--- src/rtl/core/va3_lane.sv ---
// ----------------------------------------------------------------------------
// va3_lane: one component lane
// Registers a*a, b*b and a*b for one axis of the two vectors.
// ----------------------------------------------------------------------------
`default_nettype none

module va3_lane (
    input  wire logic               i_clk,
    input  wire logic               i_en,
    input  wire logic signed [15:0] i_a,
    input  wire logic signed [15:0] i_b,
    output logic [31:0]             o_aa,
    output logic [31:0]             o_bb,
    output logic signed [31:0]      o_ab
);

    logic signed [31:0] a_ext;
    logic signed [31:0] b_ext;
    logic [31:0]        n_aa, r_aa;
    logic [31:0]        n_bb, r_bb;
    logic signed [31:0] n_ab, r_ab;

    always_comb begin
        a_ext = 32'(i_a);
        b_ext = 32'(i_b);
        n_aa  = 32'(a_ext * a_ext);
        n_bb  = 32'(b_ext * b_ext);
        n_ab  = 32'(a_ext * b_ext);
    end

    always_ff @(posedge i_clk) begin
        if (i_en) begin
            r_aa <= n_aa;
            r_bb <= n_bb;
            r_ab <= n_ab;
        end
    end

    assign o_aa = r_aa;
    assign o_bb = r_bb;
    assign o_ab = r_ab;

endmodule

`default_nettype wire

--- config.mk ---
export PLATFORM = sky130hd
export DESIGN_NAME = va3_lane
export DESIGN_NICKNAME = d
export VERILOG_FILES = /design/src/rtl/core/va3_lane.sv
export SDC_FILE = /design/constraint.sdc
export NUM_CORES = 2
export LEC_CHECK = 0
export CAP_MARGIN = 20
export CORE_MARGIN = 5
export CORE_UTILIZATION = 60
export CTS_CLUSTER_SIZE = 28
export DETAILED_ROUTE_END_ITERATION = 12
export DONT_BUFFER_PORTS = 1
export PLACE_DENSITY = 0.78
export SLEW_MARGIN = 20
export SYNTH_ARGS = -nofsm -noshare
export SYNTH_HDL_FRONTEND = slang
export SYNTH_SLANG_ARGS = --single-unit
--- constraint.sdc ---
create_clock -name i_clk -period 7.6 [get_ports i_clk]
set_input_delay 1.14 -clock i_clk [delete_from_list [all_inputs] [get_ports i_clk]]
set_output_delay 1.14 -clock i_clk [all_outputs]
set_load 0.01 [all_outputs]
**Word level (Yosys, flattened, before mapping)**

Cells that the tools add are included.

- Word-level logic and storage cells: 6
- Output and inout port bits: 96
- Flip-flop bits (word level): 96
- Bits of input ports: 34

- $mul: 3

Operators by type and width:

| kind | count |
|---|---|
| 16-bit by 16-bit multiplier with 32-bit output | 3 |

**Longest topological paths before layout**

- Depth after elaboration: 1
- Depth in mapped cells: 24
- Mapped depth without buffers: 23

**Worst setup path before layout**

Ideal clock, no wire load.

- Path type: input -> register
- From: in i_b[3]
- To: reg r_bb[31], in the netlist o_bb[31] (data pin)
- Data required time: 7.334 ns
- Setup slack: 0.393 ns
- Buffers on the path: 3
- Arrival time: 6.941 ns
- Setup time: 0.266 ns
- Cell stages on the path: 22
- Cells stage by stage: clkbuf_1 > clkbuf_1 > nand2_1 > fa_1 > fa_1 > fa_1 > inv_1 > fa_1 > fa_1 > inv_1 > fa_1 > inv_1 > ha_1 > buf_2 > nand4_2 > or3_1 > or3_1 > o21ai_1 > or3_4 > a2111oi_4 > o21ai_0 > or3b_1

- Cells in the longest elaborated chain, start to end: 1

RTL lines:

| element | RTL line | text |
|---|---|---|
| from (decl) | 11 | `input wire logic signed [15:0] i_b,` |
| 16-bit by 16-bit multiplier with 32-bit output | 27 | `n_bb = 32'(b_ext * b_ext);` |
| via n_bb[31] | 20 | `logic [31:0] n_bb, r_bb;` |
| to (signal assigned) | 34 | `r_bb <= n_bb;` |
| to (decl) | 20 |  |

The timed path passes the listed nets, and every way through them passes these cells.
A chain may end at the register's enable or synchronous reset.

**Final worst setup path**

- From: in i_b[3]
- To: reg r_bb[30], in the netlist o_bb[30] (data pin)

The elaborated chain is that of the path after synthesis.

==> summary.md <==
| Metric | Value |
|---|---|
| Placed cell area | approximately 31000 um2 |
| Reg clk slew, reported paths | around 0.07 ns |
| Final setup fails | 0 |
| Total global routing overflow | 0 |
| Min-Delay Startpoint | i_b[0] |
| CTS buffer count | 9 |
| Largest net degree at the start of global routing | 95 |
| Max_cap viols | 0 |
| Total Wirelength | around 67000 um |
| CP arrival | 7.11 ns |
| Mean Syn Cell Area | roughly 9.6 um2 |
| WHS Path Cells | 0 |
| Slowest cell on the critical path | o41ai_1 |
| Most common cell on crit path | fa_1 |
| Worst stage delay on the critical path | 0.63 ns |
| Synth async-reset ratio | 0% |
| Area leader, netlist | fa_1 |
| Fin. max-slew vios | 0 |
| Post-Place Worst Slack | 0.278 ns |
| Register Area | 2820 um2 |
| Drt first pass iters | 6 |
| Cell area after layout | 31700 um2 |
| Post-route setup slack | 0.610 ns |
| Fin. Hold Viols | 0 |
| Final ANT Viol Nets | 0 |
| Top cells by area, synth | fa_1 47%, inv_1 11%, ha_1 11% |
| N_diodes | 0 |
| Vias in the first global route | 23793 |
| WL per Instance | 17.5 um |
| Unique masters post-synth | 64 |
| Core area | 51200 um2 |
| Unrepaired setup endpoints after global routing | no |
| Post-DP HPWL | 53500 um |
| CTS max path bufs | 2 |
| Post-CTS Resized | 0 |
| Critical path class | input port to flop |
| I/O pins | 130 |
| Share of Yosys cell area claimed by the top area cell type | 47.2% |
| CTS H-tree depth | 3 |
| DRC viols | 0 |
| Post-CTS setup buffer count | 0 |
| Height of the die | 237 um |
| Placed Cells | between 3000 and 4000 |
| Startpoint Class | input port |
| Actual slew at the worst max-slew pin | 0.695 ns |
| Netlist Area Pre-Place | 30900 um2 |
| DR vias | 21236 |
| Critical Path RT | 7.72 ns |
| Initial core utilization | 60.3% |
| Layout cells sized above 1 | 1.87% |
| Setup_tns | 0 ns |
| Cells after synthesis | 3234 |
| Hold Buf Count CTS | 0 |
| Core Rows | 83 |
| Worst setup EP type | flop |
| GPL Wtd Cong | 0.904 |
| Hold Crit Endpoint | o_bb[0] |
| Worst-path cell chain | clkinv_1 -> nor2_1 -> ha_1 -> xor2_1 -> fa_1 -> fa_1 -> inv_1 -> fa_1 -> fa_1 -> inv_1 -> fa_1 -> inv_1 -> ha_1 -> nand4_2 -> or3_1 -> o41ai_1 -> o21ai_0 -> a31oi_1 -> o311ai_0 |
| Drt via density | 5.54 |
| Filler cells | 4044 |
| CTS tree | built |
| Fin nets | 4179 |
| Max frequency | 0.143 GHz |
| GRT Overall Usage | between 20% and 30% |
| Hold WC Path Type | input port to flop |
| Initial drt markers | roughly 1300 |
| Status | finished, final reports clean |
| First-pass GRT wire length | 114000 um |
| Root buffer cell | clkbuf_16 |
| Synth-to-Final Area Change | 2.77% |
| Rel. slew slack | a little over half |
| Synth warn | 0 |
| Minimum clock period | 6.99 ns |
| #FFs+latches synth | between 90 and 100 |
| Post-synth EDFFs | 94 |
| PortBufs | 0 |
| Synth Flop Type | edfxtp_1 |
| Antenna violations before repair | 0 |
| Die X-Extent | 237 um |
| Multi-input logic area | 24100 um2 |
| # clock sinks | 94 |
| Post-synthesis sequential area ratio | under 10% |
| Total die area | 56100 um2 |
| Period utilization | 92.0% |
| Peak fanout along the critical path | 27 |
| Fin cells | 3833 |
-- cells by family after synthesis --
logic type | after synthesis | share of synthesized area, %
buf+inv | 1061 | 12.9
fa+ha+maj | 996 | 58.1
simple gates | 726 | 11.3
compound gates | 234 | 5.12
xor+xnor | 119 | 3.37
flops | 94 | 9.14
mux | 3 | 0.0972
other cells | 1 | 0.0121
-- synthesized netlist by cell type (11+ instances only) --
| master | number |
|---|---|
| o21ai_0 | 36 |
| o21bai_1 | 12 |
| a21o_1 | 29 |
| a21oi_1 | 62 |
| nand2_1 | 285 |
| fa_1 | 729 |
| nand2b_1 | 14 |
| nor2_1 | 132 |
| nor2b_1 | 16 |
| xor2_1 | 23 |
| a31o_2 | 13 |
| and2_1 | 174 |
| xnor2_1 | 96 |
| nand3_1 | 23 |
| nor3_1 | 26 |
| ha_1 | 267 |
| or3_1 | 11 |
| clkbuf_1 | 107 |
| inv_1 | 939 |
| edfxtp_1 | 94 |
-- layout by cell type (no fill, tap or decap), types with 11 or more instances in the layout --
cell type,instances
a21o_1,29
a21oi_1,62
a31o_2,13
and2_1,174
buf_4,15
edfxtp_1,94
fa_1,729
ha_1,267
inv_1,939
nand2_1,285
nand2b_1,14
nand3_1,23
nor2_1,132
nor2b_1,16
nor3_1,26
o21ai_0,36
o21bai_1,12
or3_1,11
xnor2_1,96
xor2_1,23
-- flip-flops by register name, summed over array words and instances (netlist names) --
signal / flops
o_bb: 31
o_ab: 32
o_aa: 31
-- through the flow --
step	util, %	hold slack [ns]
global placement	61.4	1.24
detailed placement	61.4	1.24
global route	62.0	0.824
finish	62.0	0.847
CTS	62.0	0.822
floorplan	-	1.24
-- worst max-delay path, delay by kind of cell --
kind	cells	cell delay, ns
buffers and inverters	4	0.36
and+or+nand+nor	3	0.84
xor gates and xnor gates	1	0.19
AOI/OAI and AO/OA	4	1.41
adders and majority gates	7	3.15
-- worst max-delay path by stage --
stage / endpoint / startpoint / slack [ns] / depth (start not counted)
6_report: o_bb[30] / i_b[3] / 0.61 / 19
5_1_grt: o_bb[30] / i_b[3] / 0.36 / 19
4_1_cts: o_bb[31] / i_b[3] / 0.72 / 21
3_5_place_dp: o_bb[31] / i_b[3] / 0.28 / 21
3_3_place_gp: o_bb[30] / i_b[3] / 0.45 / 19
2_1_floorplan: o_bb[31] / i_b[3] / 0.39 / 22
-- final cells by class --
cell class / instances / share of cell area [%]
Multi-Input combinational cell: 2080 / 75.8
Inverter: 949 / 11.2
Sequential cell: 94 / 8.89
Tap cell: 680 / 2.68
Clock buffer: 9 / 0.710
Timing Repair Buffer: 15 / 0.355
Clock inverter: 6 / 0.292
-- per-layer routing --
metal / track usage (%) / share of wire, % / vias to the layer above
met1: 31.5 / 38 / 10997
met4: 9.01 / 3.4 / 0
met2: 43.9 / 52 / 742
met3: 4.18 / 6.6 / 161
li1: - / - / 9336
met5: 0 / 0 / -
Power is left out: the tool's default activity adds up to more than one toggle a clock period on the data nets, which glitch-free logic cannot reach.
