File: src/rtl/core/va3_pkg.sv
// ----------------------------------------------------------------------------
// va3_pkg: shared types and constants of the 3-D vector angle block
// Beat payloads, stage records and the arctangent table of the rotator.
// ----------------------------------------------------------------------------
`default_nettype none

package va3_pkg;

    localparam int CORDIC_STEPS = 30;
    localparam int SQRT_STEPS   = 32;
    localparam int XYW          = 35;   // rotator x/y width, signed
    localparam int ZW           = 33;   // rotator angle accumulator, signed Q2.30

    localparam logic [31:0] PI_Q30      = 32'd3373259426;
    localparam logic [31:0] HALF_PI_Q30 = 32'd1686629713;

    typedef struct packed {
        logic signed [15:0] first_x;
        logic signed [15:0] first_y;
        logic signed [15:0] first_z;
        logic signed [15:0] second_x;
        logic signed [15:0] second_y;
        logic signed [15:0] second_z;
    } t_in;

    typedef struct packed {
        logic [15:0] angle;
        logic        zero_length;
    } t_out;

    // square root stage record, with the cosine term and flags riding along
    typedef struct packed {
        logic [63:0] rem;
        logic [63:0] res;
        logic [31:0] x;
        logic        neg;
        logic        zero;
    } t_sq;

    // rotator stage record
    typedef struct packed {
        logic signed [XYW-1:0] x;
        logic signed [XYW-1:0] y;
        logic signed [ZW-1:0]  z;
        logic                  yzero;
        logic                  xzero;
        logic                  neg;
        logic                  zero;
    } t_cor;

    // atan(2^-i) in Q2.30
    localparam logic [29:0] ATAN_Q30 [CORDIC_STEPS] = '{
        30'd843314857, 30'd497837829, 30'd263043837, 30'd133525159, 30'd67021687,
        30'd33543516,  30'd16775851,  30'd8388437,   30'd4194283,   30'd2097149,
        30'd1048576,   30'd524288,    30'd262144,    30'd131072,    30'd65536,
        30'd32768,     30'd16384,     30'd8192,      30'd4096,      30'd2048,
        30'd1024,      30'd512,       30'd256,       30'd128,       30'd64,
        30'd32,        30'd16,        30'd8,         30'd4,         30'd2
    };

endpackage

`default_nettype wire

File: src/rtl/core/va3_cordic_stage.sv
// ----------------------------------------------------------------------------
// va3_cordic_stage: one vectoring rotation
// Rotates toward the x axis by atan(2^-STEP) and accumulates the angle.
// ----------------------------------------------------------------------------
`default_nettype none

module va3_cordic_stage #(
    parameter int STEP = 0
) (
    input  wire logic          i_clk,
    input  wire logic          i_rst_n,
    input  wire logic          i_en,
    input  wire logic          i_valid,
    input  wire va3_pkg::t_cor i_d,
    output logic               o_valid,
    output va3_pkg::t_cor      o_d
);

    logic signed [va3_pkg::XYW-1:0] dx;
    logic signed [va3_pkg::XYW-1:0] dy;
    logic signed [va3_pkg::ZW-1:0]  at;
    va3_pkg::t_cor                  n_d, r_d;
    logic                           r_valid;

    always_comb begin
        dx  = i_d.y >>> STEP;
        dy  = i_d.x >>> STEP;
        at  = $signed({3'b000, va3_pkg::ATAN_Q30[STEP]});
        n_d = i_d;
        if (!i_d.y[va3_pkg::XYW-1]) begin
            n_d.x = i_d.x + dx;
            n_d.y = i_d.y - dy;
            n_d.z = i_d.z + at;
        end else begin
            n_d.x = i_d.x - dx;
            n_d.y = i_d.y + dy;
            n_d.z = i_d.z - at;
        end
    end

    always_ff @(posedge i_clk) begin
        if (!i_rst_n) begin
            r_valid <= 1'b0;
        end else if (i_en) begin
            r_valid <= i_valid;
        end
    end

    always_ff @(posedge i_clk) begin
        if (i_en) begin
            r_d <= n_d;
        end
    end

    assign o_valid = r_valid;
    assign o_d     = r_d;

endmodule

`default_nettype wire

File: config.mk
export PLATFORM = sky130hd
export DESIGN_NAME = va3_cordic_stage
export DESIGN_NICKNAME = d
export VERILOG_FILES = /design/src/rtl/core/va3_pkg.sv /design/src/rtl/core/va3_cordic_stage.sv
export SDC_FILE = /design/constraint.sdc
export NUM_CORES = 1
export LEC_CHECK = 0
export BUFFER_PORTS_ARGS = -buffer_cell sky130_fd_sc_hd__buf_2
export CAP_MARGIN = 20
export CORE_MARGIN = 5
export CORE_UTILIZATION = 45
export CTS_BUF_LIST = sky130_fd_sc_hd__clkbuf_8 sky130_fd_sc_hd__clkbuf_16
export CTS_CLUSTER_DIAMETER = 60
export DETAILED_ROUTE_END_ITERATION = 16
export PLACE_DENSITY = 0.78
export SLEW_MARGIN = 20
export SYNTH_ARGS = -nofsm -noshare
export SYNTH_HDL_FRONTEND = slang
export SYNTH_SLANG_ARGS = --single-unit
File: constraint.sdc
create_clock -name i_clk -period 3.5 [get_ports i_clk]
set_clock_uncertainty 0.15 [all_clocks]
set_input_delay 0.525 -clock i_clk [delete_from_list [all_inputs] [get_ports i_clk]]
set_output_delay 0.525 -clock i_clk [all_outputs]
set_load 0.02 [all_outputs]
Yosys cells after proc, flatten, opt, wreduce, memory -nomap -nowiden
Index checks and enable logic that the tools add are counted.

storage, ports and cells
  register bits after elaboration = 108
  input port bits = 111
  output and inout bits = 108

operators by class
  add/sub/neg operators = 5
  multiplexer cells = 1

operators by type and width
  kind                                                 number
  two-way mux 103 bit                                  1
  subtractor 35 bit                                    2
  adder 35 bit                                         1
  adder 33 x 31 -> 33 bit, second input constant       1
  subtractor 33 x 31 -> 33 bit, second input constant  1

Depth between registers and ports, before layout
  depth in word-level cells = 2
  gate-level depth with buffers = 14

Worst setup path before layout
No wires, ideal clock.

  kind = input -> register
  start = input port i_d[71] (netlist name)
  end = register r_d (netlist bit o_d[28]) (data pin)
  library setup time = 0.260 ns
  data arrival time = 3.427 ns
  data required time = 3.090 ns
  path slack = -0.336 ns
  cell stages on the path = 13
  buffers on the path = 2
  cells stage by stage = clkbuf_1 -> clkinv_1 -> clkbuf_1 -> ha_1 -> or2_2 -> a31oi_1 -> o21ai_1 -> a41oi_1 -> o21bai_1 -> a21oi_1 -> o21bai_1 -> a21oi_1 -> xnor2_1

RTL lines
  item                  RTL line                RTL
  from (decl)           va3_cordic_stage.sv:14  input wire va3_pkg::t_cor i_d,
  to (signal assigned)  va3_cordic_stage.sv:51  r_d <= n_d;
  to (decl)             va3_cordic_stage.sv:22  va3_pkg::t_cor n_d, r_d;

==> reports/qor.yml <==
clock_tree:
  root_buffer: "clkbuf_16"
  clock-sinks: 107
  cts_buffer_depth: 2
  tritoncts: "built"
  holdBufCountCts: 0
  clk_latency_ps: 350
  cts_setup_buffers: 0
  cts_resized: 0
  path_clk_slew_ps: 70
  cts_buffers: 9
  h-tree-depth: 3
timing:
  slew_headroom_pct: 41.8
  fmax_mhz: 290
  fin_crit_ps: 3450
  final_hold_viol_count: 0
  finalSetupViolCount: 0
  rsz0062_at_grt: "false"
  worst_slew_pin_slew_ps: 873
  worst_hold_slack_ps: 195
  drv_slew: 0
  min_period_over_period_pct: 98.6
  tns_ps: 0
worst_setup_path:
  cp.required_ps: 3450
  endpoint_kind: "flop"
  critical_path_arrival_ps: 3400
  start_kind: "primary input"
  worstSetupPathType: "in -> reg"
  path_max_fanout: 6
detailed_routing:
  first_pass_iters: 5
  drc: 0
  ant_nets: 0
  wl_per_cell_um: 18.4
  drt_iter0_markers: 1145
  vias: 10600
  via_per_inst: 5.59
  routed_wl_um: 35000
synthesis:
  mappedNetlistArea_um2: 10600
  yosysTopAreaCell: "edfxtp_1"
  synthTopCellsByArea: "edfxtp_1 (30%), ha_1 (16%), a21oi_1 (7.6%)"
  synth_top_area_share_pct: 30.1
  async_flop_share_pct: 0
  synth.avg_cell_area_um2: 8.60
  ys_warn_count: 0
  ys_types: 66
  ys_seq_area_share_pct: 30.3
  yosys_most_used_dff: "edfxtp_1"
  syn_inst: 1231
  synth_fp_nets: 1481
  synth.ff_latch_count: 107
  synth_edf_count: 106
power:
  ir_worst_vdd_mv: 0.187
  p_leak_uw: 0.00624
  power_per_cell_area_nw_per_um2: 375
floorplanning:
  std_cell_rows: 56
  coreArea_um2: 23300
  io_pins: 219
  initial_core_util_pct: 45.4
  die_w_um: 163
  die_height_um: 163
  die_area_um2: 26700
min_path:
  min_path_type: "in -> reg"
placement:
  gp_congestion: 0.982
  port-buffer-count: 218
  hpwl_um: 28700
finish:
  num-nets-final: 1821
  seqCellArea_um2: 3200
  drive_gt1_share_pct: 25.9
  fillers: 2160
  multiInputGateArea_um2: 6810
  areaGrowthSynthToFinish_pct: 26.7
global_routing:
  grt_overflow_total: 0
  antenna_found_initial: 4
  grt_pass1_wl_um: 54200
  first_global_vias: 10500
  grt_max_degree: 82
  grt.total_usage_pct: 25.3
run_status:
  outcome: "complete, no violations"
job:
  drv_cap: 0
==> power breakdown <==
group          switching (uW)  internal, uW
clock network             507           506
logic                    1360           906
registers                58.4          1690
==> layout by cell type, fill, tap and decap left out, types with 5 or more instances in the layout <==
master,instances
clkinv_1,6
o31ai_1,15
nand4_1,13
o21ai_1,10
o21a_1,11
xor2_1,13
nor3_1,20
xnor2_1,85
a31oi_1,15
a21oi_1,160
nand2_1,61
nand2b_1,15
and3_1,8
mux2i_1,19
buf_2,217
nor2_1,105
o21bai_1,37
nand3_1,15
inv_1,103
o21ai_0,80
buf_4,155
clkbuf_16,9
a211oi_1,13
and2_1,5
nor2b_1,16
edfxtp_1,106
ha_1,135
or3_1,7
a21o_1,37
==> cells in the mapped netlist (14+ instances only) <==
master    number
a21oi_1      160
ha_1         135
edfxtp_1     106
nor2_1       105
inv_1        102
xnor2_1       85
o21ai_0       81
nand2_1       61
a21o_1        37
o21bai_1      37
clkbuf_1      30
nor3_1        22
mux2i_1       19
nor2b_1       16
a31oi_1       15
nand2b_1      15
nand3_1       15
o31ai_1       15
a211oi_1      14
==> final timing paths <==
kind	from	to	slack, ps	depth (start not counted)
hold reg to reg	o_valid	o_valid	410	2
setup reg to reg	o_valid	o_valid	2730	2
hold / removal	i_d[1]	o_d[1]	190	1
setup / recovery	i_d[50]	o_d[59]	50	13
==> registers in the layout, indices dropped and copies added (netlist names) <==
name     flops
o_d        106
o_valid      1
==> layer usage <==
| layer | vias to the layer above | wire length [um] | track usage [%] |
|---|---|---|---|
| li1 | 5095 | - | - |
| met1 | 5006 | 14700 | 32.3 |
| met2 | 442 | 17100 | 44.4 |
| met3 | 66 | 2290 | 3.15 |
| met4 | 2 | 907 | 8.23 |
| met5 | - | 13 | 0 |
==> kinds of logic after synthesis <==
logic type	Yosys count	share of synthesized area, %
flops	107	30.3
xor+xnor	98	8.11
buf+inv	157	5.73
mux	19	1.80
compound gates	429	24.9
simple gates	282	12.5
fa+ha+maj	139	16.7
==> metrics by stage <==
| stage | std cells | util (%) | total power, uW | cell area (um2) | setup slack [ps] |
|---|---|---|---|---|---|
| 2_1_floorplan | 1231 | - | 3130 | 10600 | 0.371 |
| 3_3_place_gp | 1879 | 56.1 | 3980 | 13100 | -234 |
| 3_5_place_dp | 1879 | 56.1 | 4010 | 13100 | -272 |
| 4_1_cts | 1895 | 57.3 | 5030 | 13400 | 103 |
| 5_1_grt | 1898 | 57.5 | 5310 | 13400 | 4.79 |
| 6_report | 1898 | 57.5 | 5030 | 13400 | 48.7 |
==> worst max-delay path, cell delays in order <==
cell and delay [ps]:
buf_2 90, inv_1 40, ha_1 370, nor2b_1 100, a2111oi_0 550, o2111ai_1 260
o21a_1 280, a311o_1 390, a21bo_1 220, a21oi_1 170, o21ba_1 160, mux2i_1 80
xnor2_1 150
==> final cells by class <==
class / count / area share [%]
Sequential cell: 107 / 23.9
Multi-Input combinational cell: 967 / 50.8
Antenna cell: 3 / 0.0560
Clock inverter: 6 / 0.308
Clock buffer: 10 / 1.78
Inverter: 112 / 3.13
Timing Repair Buffer: 374 / 17.1
Tap cell: 319 / 2.98
Note: power is estimated with default switching activity, not from simulation.
