## src/rtl/core/va3_pkg.sv

```systemverilog
// ----------------------------------------------------------------------------
// va3_pkg: shared types and constants of the 3-D vector angle block
// Beat payloads, stage records and the arctangent table of the rotator.
// ----------------------------------------------------------------------------
`default_nettype none

package va3_pkg;

    localparam int CORDIC_STEPS = 30;
    localparam int SQRT_STEPS   = 32;
    localparam int XYW          = 35;   // rotator x/y width, signed
    localparam int ZW           = 33;   // rotator angle accumulator, signed Q2.30

    localparam logic [31:0] PI_Q30      = 32'd3373259426;
    localparam logic [31:0] HALF_PI_Q30 = 32'd1686629713;

    typedef struct packed {
        logic signed [15:0] first_x;
        logic signed [15:0] first_y;
        logic signed [15:0] first_z;
        logic signed [15:0] second_x;
        logic signed [15:0] second_y;
        logic signed [15:0] second_z;
    } t_in;

    typedef struct packed {
        logic [15:0] angle;
        logic        zero_length;
    } t_out;

    // square root stage record, with the cosine term and flags riding along
    typedef struct packed {
        logic [63:0] rem;
        logic [63:0] res;
        logic [31:0] x;
        logic        neg;
        logic        zero;
    } t_sq;

    // rotator stage record
    typedef struct packed {
        logic signed [XYW-1:0] x;
        logic signed [XYW-1:0] y;
        logic signed [ZW-1:0]  z;
        logic                  yzero;
        logic                  xzero;
        logic                  neg;
        logic                  zero;
    } t_cor;

    // atan(2^-i) in Q2.30
    localparam logic [29:0] ATAN_Q30 [CORDIC_STEPS] = '{
        30'd843314857, 30'd497837829, 30'd263043837, 30'd133525159, 30'd67021687,
        30'd33543516,  30'd16775851,  30'd8388437,   30'd4194283,   30'd2097149,
        30'd1048576,   30'd524288,    30'd262144,    30'd131072,    30'd65536,
        30'd32768,     30'd16384,     30'd8192,      30'd4096,      30'd2048,
        30'd1024,      30'd512,       30'd256,       30'd128,       30'd64,
        30'd32,        30'd16,        30'd8,         30'd4,         30'd2
    };

endpackage

`default_nettype wire

```

## src/rtl/core/va3_sqrt_stage.sv

```systemverilog
// ----------------------------------------------------------------------------
// va3_sqrt_stage: one digit of the integer square root
// Tries one result bit per stage by compare and subtract on the remainder.
// ----------------------------------------------------------------------------
`default_nettype none

module va3_sqrt_stage #(
    parameter int STEP = 0
) (
    input  wire logic         i_clk,
    input  wire logic         i_rst_n,
    input  wire logic         i_en,
    input  wire logic         i_valid,
    input  wire va3_pkg::t_sq i_d,
    output logic              o_valid,
    output va3_pkg::t_sq      o_d
);

    localparam logic [63:0] BIT = 64'd1 << (62 - 2 * STEP);

    logic [64:0]  trial;
    va3_pkg::t_sq n_d, r_d;
    logic         r_valid;

    always_comb begin
        trial = {1'b0, i_d.res} + {1'b0, BIT};
        n_d   = i_d;
        if ({1'b0, i_d.rem} >= trial) begin
            n_d.rem = i_d.rem - trial[63:0];
            n_d.res = (i_d.res >> 1) + BIT;
        end else begin
            n_d.res = i_d.res >> 1;
        end
    end

    always_ff @(posedge i_clk) begin
        if (!i_rst_n) begin
            r_valid <= 1'b0;
        end else if (i_en) begin
            r_valid <= i_valid;
        end
    end

    always_ff @(posedge i_clk) begin
        if (i_en) begin
            r_d <= n_d;
        end
    end

    assign o_valid = r_valid;
    assign o_d     = r_d;

endmodule

`default_nettype wire

```

## config.mk

```make
export PLATFORM = sky130hd
export DESIGN_NAME = va3_sqrt_stage
export DESIGN_NICKNAME = d
export VERILOG_FILES = /design/src/rtl/core/va3_pkg.sv /design/src/rtl/core/va3_sqrt_stage.sv
export SDC_FILE = /design/constraint.sdc
export NUM_CORES = 1
export LEC_CHECK = 0
export BUFFER_PORTS_ARGS = -buffer_cell sky130_fd_sc_hd__buf_2
export CORE_ASPECT_RATIO = 1.4
export CORE_MARGIN = 8
export CORE_UTILIZATION = 45
export DETAILED_ROUTE_END_ITERATION = 7
export HOLD_SLACK_MARGIN = 0.03
export PLACE_DENSITY = 0.75
export SLEW_MARGIN = 20
export SYNTH_ARGS = -nofsm -noshare
export SYNTH_HDL_FRONTEND = slang
export SYNTH_SLANG_ARGS = --single-unit
```

## constraint.sdc

```tcl
create_clock -name i_clk -period 3.4 [get_ports i_clk]
set_input_delay 0.34 -clock i_clk [delete_from_list [all_inputs] [get_ports i_clk]]
set_output_delay 0.34 -clock i_clk [all_outputs]
set_load 0.02 [all_outputs]
```

== Yosys cells after proc, flatten, opt, wreduce, memory -nomap -nowiden ==
Cells that the tools add are included.
Storage, ports and cells
  flip-flop bits (word level): 163
  input port bits: 166
  output and inout bits: 163
  logic and storage cells: 13
Operators by class
  add/sub/neg operators: 3
  order comparisons: 1
  multiplexer cells: 2
Operators with widths (number)
  $add A64 B63 Y65 const B: 1
  $ge A64 B65 Y1: 1
  $add A63 B63 Y64 const B: 1
  $mux W64: 1
  $sub A64 B64 Y64: 1
  $mux W63: 1

== Depth between registers and ports, before layout ==
  word-level depth: 3
  mapped depth: 15
  mapped depth without buffers: 13

== Worst setup path after synthesis ==
No wires, ideal clock.
  path type: input port to flip-flop
  start: input i_d[98] in the netlist's numbering
  end: register r_d (netlist bit o_d[156]) (data pin)
  data arrival time: 2.960 ns
  data required time: 3.140 ns
  setup slack: 0.179 ns
  stages: 13
  buffers on the path: 0
  cells stage by stage: inv_1 -> ha_1 -> fa_1 -> nor2b_1 -> o2111ai_1 -> a21oi_1 -> o21ai_1 -> a2111oi_2 -> o2111ai_1 -> a31oi_1 -> a31oi_1 -> xnor2_1 -> mux2_4
RTL lines
  start: declaration: line va3_sqrt_stage.sv:14  | input wire va3_pkg::t_sq i_d,
  end signal: assignment: line va3_sqrt_stage.sv:46  | r_d <= n_d;
  end: declaration: line va3_sqrt_stage.sv:22  | va3_pkg::t_sq n_d, r_d;

==> results.yml <==
cells_and_area:
  register_area_mm2: 0.004885
  mostFrequentLayoutCell: "buf_2"
  layout_common_cells: "buf_2, edfxtp_1, buf_4, inv_1, a21oi_1"
  syn2layout_area_growth_pct: 31.09
  fillers: 1960
  stdcell_area_mm2: 0.01327
  drive_above_1_share: 0.4108
  fin_cells: 1603
  multi_input_area_mm2: 0.004663
  nNetsFinal: 1514
sta:
  worst_clock_skew_ns: 0
  fin_crit_ns: 3.209
  setup_tns_ns: 0
  max_slew_margin: 0.5113
  final-setup-viol-count: 0
  slew_violations: 0
  whs_ns: 0.07790
  fmax_mhz: 311.7
  tightestPinTransition_ns: 0.7268
  hold_violations: 0
  fin_crit_sh: 0.9437
clocking:
  cts_made_buffers: 17
  clk_pin_slew_ns: 0.07
  post-cts-setup-buffers: 0
  cts-root-buf: "clkbuf_16"
  cts.path.max_buffers: 2
  cts_resized: 0
  hold_buffers: 0
  cts_max_level: 4
  clk_latency_ns: 0.43
  cts_tree: "built"
  clkSinkCount: 163
critical_path:
  critPathTopFamily: "compound AO/OA/AOI/OAI gates"
  crit_top_cell: "o2111ai_1"
  cp_cell_sequence: "buf_2 -> ha_1 -> fa_1 -> nor2b_1 -> o2111ai_1 -> a21oi_1 -> o21ai_1 -> a2111oi_2 -> o2111ai_1 -> buf_4 -> nand4_1 -> nand2_1 -> nand4b_1 -> a41o_1"
  critPathBufInv: 2
  slowest_delay_ns: 0.41
  worstPathArrival_ns: 3.40
  worst-setup-path-type: "primary input to flop"
  worstPathRequired_ns: 3.59
  cp-start-kind: "primary input"
  r2r_start: "o_valid"
  ff2ff_setup_slack_ns: 2.80
  rr_worst_depth: 2
  r2r-end: "o_valid"
  worst_setup_path_end_kind: "flop"
  critPathMaxFanout: 3
  slowest_stage: "fa_1"
routing:
  wl_per_cell_um: 18.50
  antenna_left: 0
  via_count: 8337
  drt_pre_antenna_iters: 5
  drc: 0
  wl_um: 29660
  viasPerCell: 5.201
  first_iter_violations: 455
place:
  place_area_mm2: 0.01265
  hpwl_um: 24520
  io_buffers: 328
  place_inst: 1564
  finalWeightedCongestion: 0.9090
grt:
  gr-usage-met3: 0.04312
  grt_antenna_before_repair: 9
  use_met2: 0.3943
  grt_overflow_total: 0
  grt_pass1_wl_um: 45170
  track_usage: 0.2110
  met1_usage: 0.2177
  busiest_layer: "met2"
  grt_pass1_vias: 8600
  grt_start_max_net_pins: 68
die:
  core_area_mm2: 0.02228
  fp.dieW_um: 142.8
  rows: 65
  io_pins: 329
  die_area_mm2: 0.02762
  die_y_um: 193.5
  start_util: 0.4542
synth:
  synth_area_leaders: "edfxtp_1, mux2_4, ha_1"
  synth.net_count: 1112
  synth-main-ff-cell: "edfxtp_1"
  synth_seq_area_share: 0.4826
  ys_seq_elements: 163
  ys_types: 62
  synth_area_leader_cell: "edfxtp_1"
  synth_edf_count: 162
  syn_avg_cell_area_um2: 11.50
  synth_area_mm2: 0.01012
  netlist_instances: 880
  async_reset_ff_frac: 0
  ys_warn_count: 0
  yosysTopAreaCellShare: 0.4806
min_path:
  hold_start: "i_d[16]"
  hold_end: "o_d[16]"
  hold_path.class: "primary input to flop"
  min_delay_path_depth: 1
run:
  max_cap_violations: 0
power_and_ir_drop:
  p_int_w: 0.004447
  p_leak_nw: 6.137
  combinationalPowerShare: 0.308
  clockPowerShare: 0.303
  power_frac_seq: 0.389
  vdd_ir_drop_max_mv: 0.3328
  powerDensity_mw_per_mm2: 487.1
  fin_total_pwr_w: 0.006463
  switching_share: 0.3119
  p_sw_w: 0.002016
status:
  status: "complete, no violations"
==> stage by stage <==
stage / worst slack (ns) / util
2_1_floorplan: 0.1793 / -
3_3_place_gp: -0.2081 / 0.5675
3_5_place_dp: -0.2941 / 0.5675
4_1_cts: 0.1626 / 0.5944
5_1_grt: -0.007380 / 0.5955
6_report: 0.1914 / 0.5955
==> layer usage <==
| metal | vias to the layer above | routed length [um] |
|---|---|---|
| li1 | 4071 | - |
| met1 | 3951 | 10730 |
| met2 | 267 | 16260 |
| met3 | 44 | 1792 |
| met4 | 4 | 858 |
| met5 | - | 21 |
==> worst register-to-register path, cell delays in order (launching register included) <==
cell     delay, ns
dfxtp_1       0.33
mux2i_1       0.07
nor2b_1       0.14
==> power by group through the flow <==
stage	sequential, W	combinational, W	clock (W)
2_1_floorplan	0.00285	0.000991	0
3_3_place_gp	0.00255	0.00196	0
3_5_place_dp	0.00256	0.00198	0
4_1_cts	0.00252	0.00199	0.00200
5_1_grt	0.00254	0.00213	0.00206
6_report	0.00251	0.00199	0.00196
==> synthesized netlist by cell type, types with 2 or more instances <==
| cell type | count |
|---|---|
| a2111oi_2 | 2 |
| a211o_1 | 2 |
| a211oi_1 | 9 |
| a21boi_1 | 2 |
| a21o_1 | 32 |
| a21oi_1 | 80 |
| a21oi_2 | 5 |
| a31o_2 | 2 |
| a31oi_1 | 15 |
| a41o_1 | 2 |
| and2_1 | 4 |
| and3_1 | 5 |
| buf_12 | 7 |
| buf_2 | 10 |
| clkbuf_1 | 21 |
| edfxtp_1 | 162 |
| ha_1 | 65 |
| inv_1 | 80 |
| mux2_1 | 2 |
| mux2_4 | 56 |
| mux2i_1 | 4 |
| nand2_1 | 50 |
| nand2b_1 | 6 |
| nand3_1 | 13 |
| nand4_1 | 25 |
| nor2_1 | 40 |
| nor2b_1 | 5 |
| nor3_1 | 13 |
| nor4_1 | 3 |
| o2111ai_1 | 3 |
| o211ai_1 | 2 |
| o21a_1 | 6 |
| o21ai_0 | 34 |
| o21ai_1 | 6 |
| o21ai_2 | 3 |
| o21bai_1 | 11 |
| o31a_1 | 2 |
| o31ai_1 | 3 |
| or2_2 | 3 |
| or3_1 | 4 |
| xnor2_1 | 41 |
| xor2_1 | 20 |
==> cell families (layout without fill, tap and decap cells) <==
| family | count (synthesis) | after routing | synth area share |
|---|---|---|---|
| AO/OA/AOI/OAI | 235 | 235 | 0.1519 |
| XOR/XNOR | 61 | 61 | 0.05278 |
| adder cells (fa/ha/maj) | 66 | 66 | 0.08232 |
| buffers and inverters | 119 | 534 | 0.05736 |
| flip-flops | 163 | 163 | 0.4826 |
| multiplexers | 62 | 62 | 0.08925 |
| other | 0 | 7 | 0 |
| AND/OR/NAND/NOR | 174 | 174 | 0.08381 |
==> how the worst max path moves through the flow <==
stage                       start  slack, ns        to  cells past startpoint
final                     i_d[34]       0.19  o_d[160]                     14
after global routing      i_d[98]     -0.007  o_d[160]                     15
after CTS                 i_d[34]       0.16  o_d[156]                     13
after detailed placement  i_d[34]      -0.29  o_d[156]                     13
after global placement    i_d[98]      -0.21  o_d[156]                     14
after floorplan           i_d[98]       0.18  o_d[156]                     13
==> flip-flops by register name, indices dropped and copies added (netlist names) <==
| register | cells |
|---|---|
| o_d | 162 |
| o_valid | 1 |
==> layout make-up <==
class                      count  area share
sequential                   163      0.3681
multi-input combinational    598      0.3514
timing repair buffer         422      0.1830
clock buffer                  17     0.03206
tap                          301     0.02838
inverter                      80     0.02263
clock inverter                15     0.01301
antenna                        7    0.001320
(Power assumes the default switching activity.)
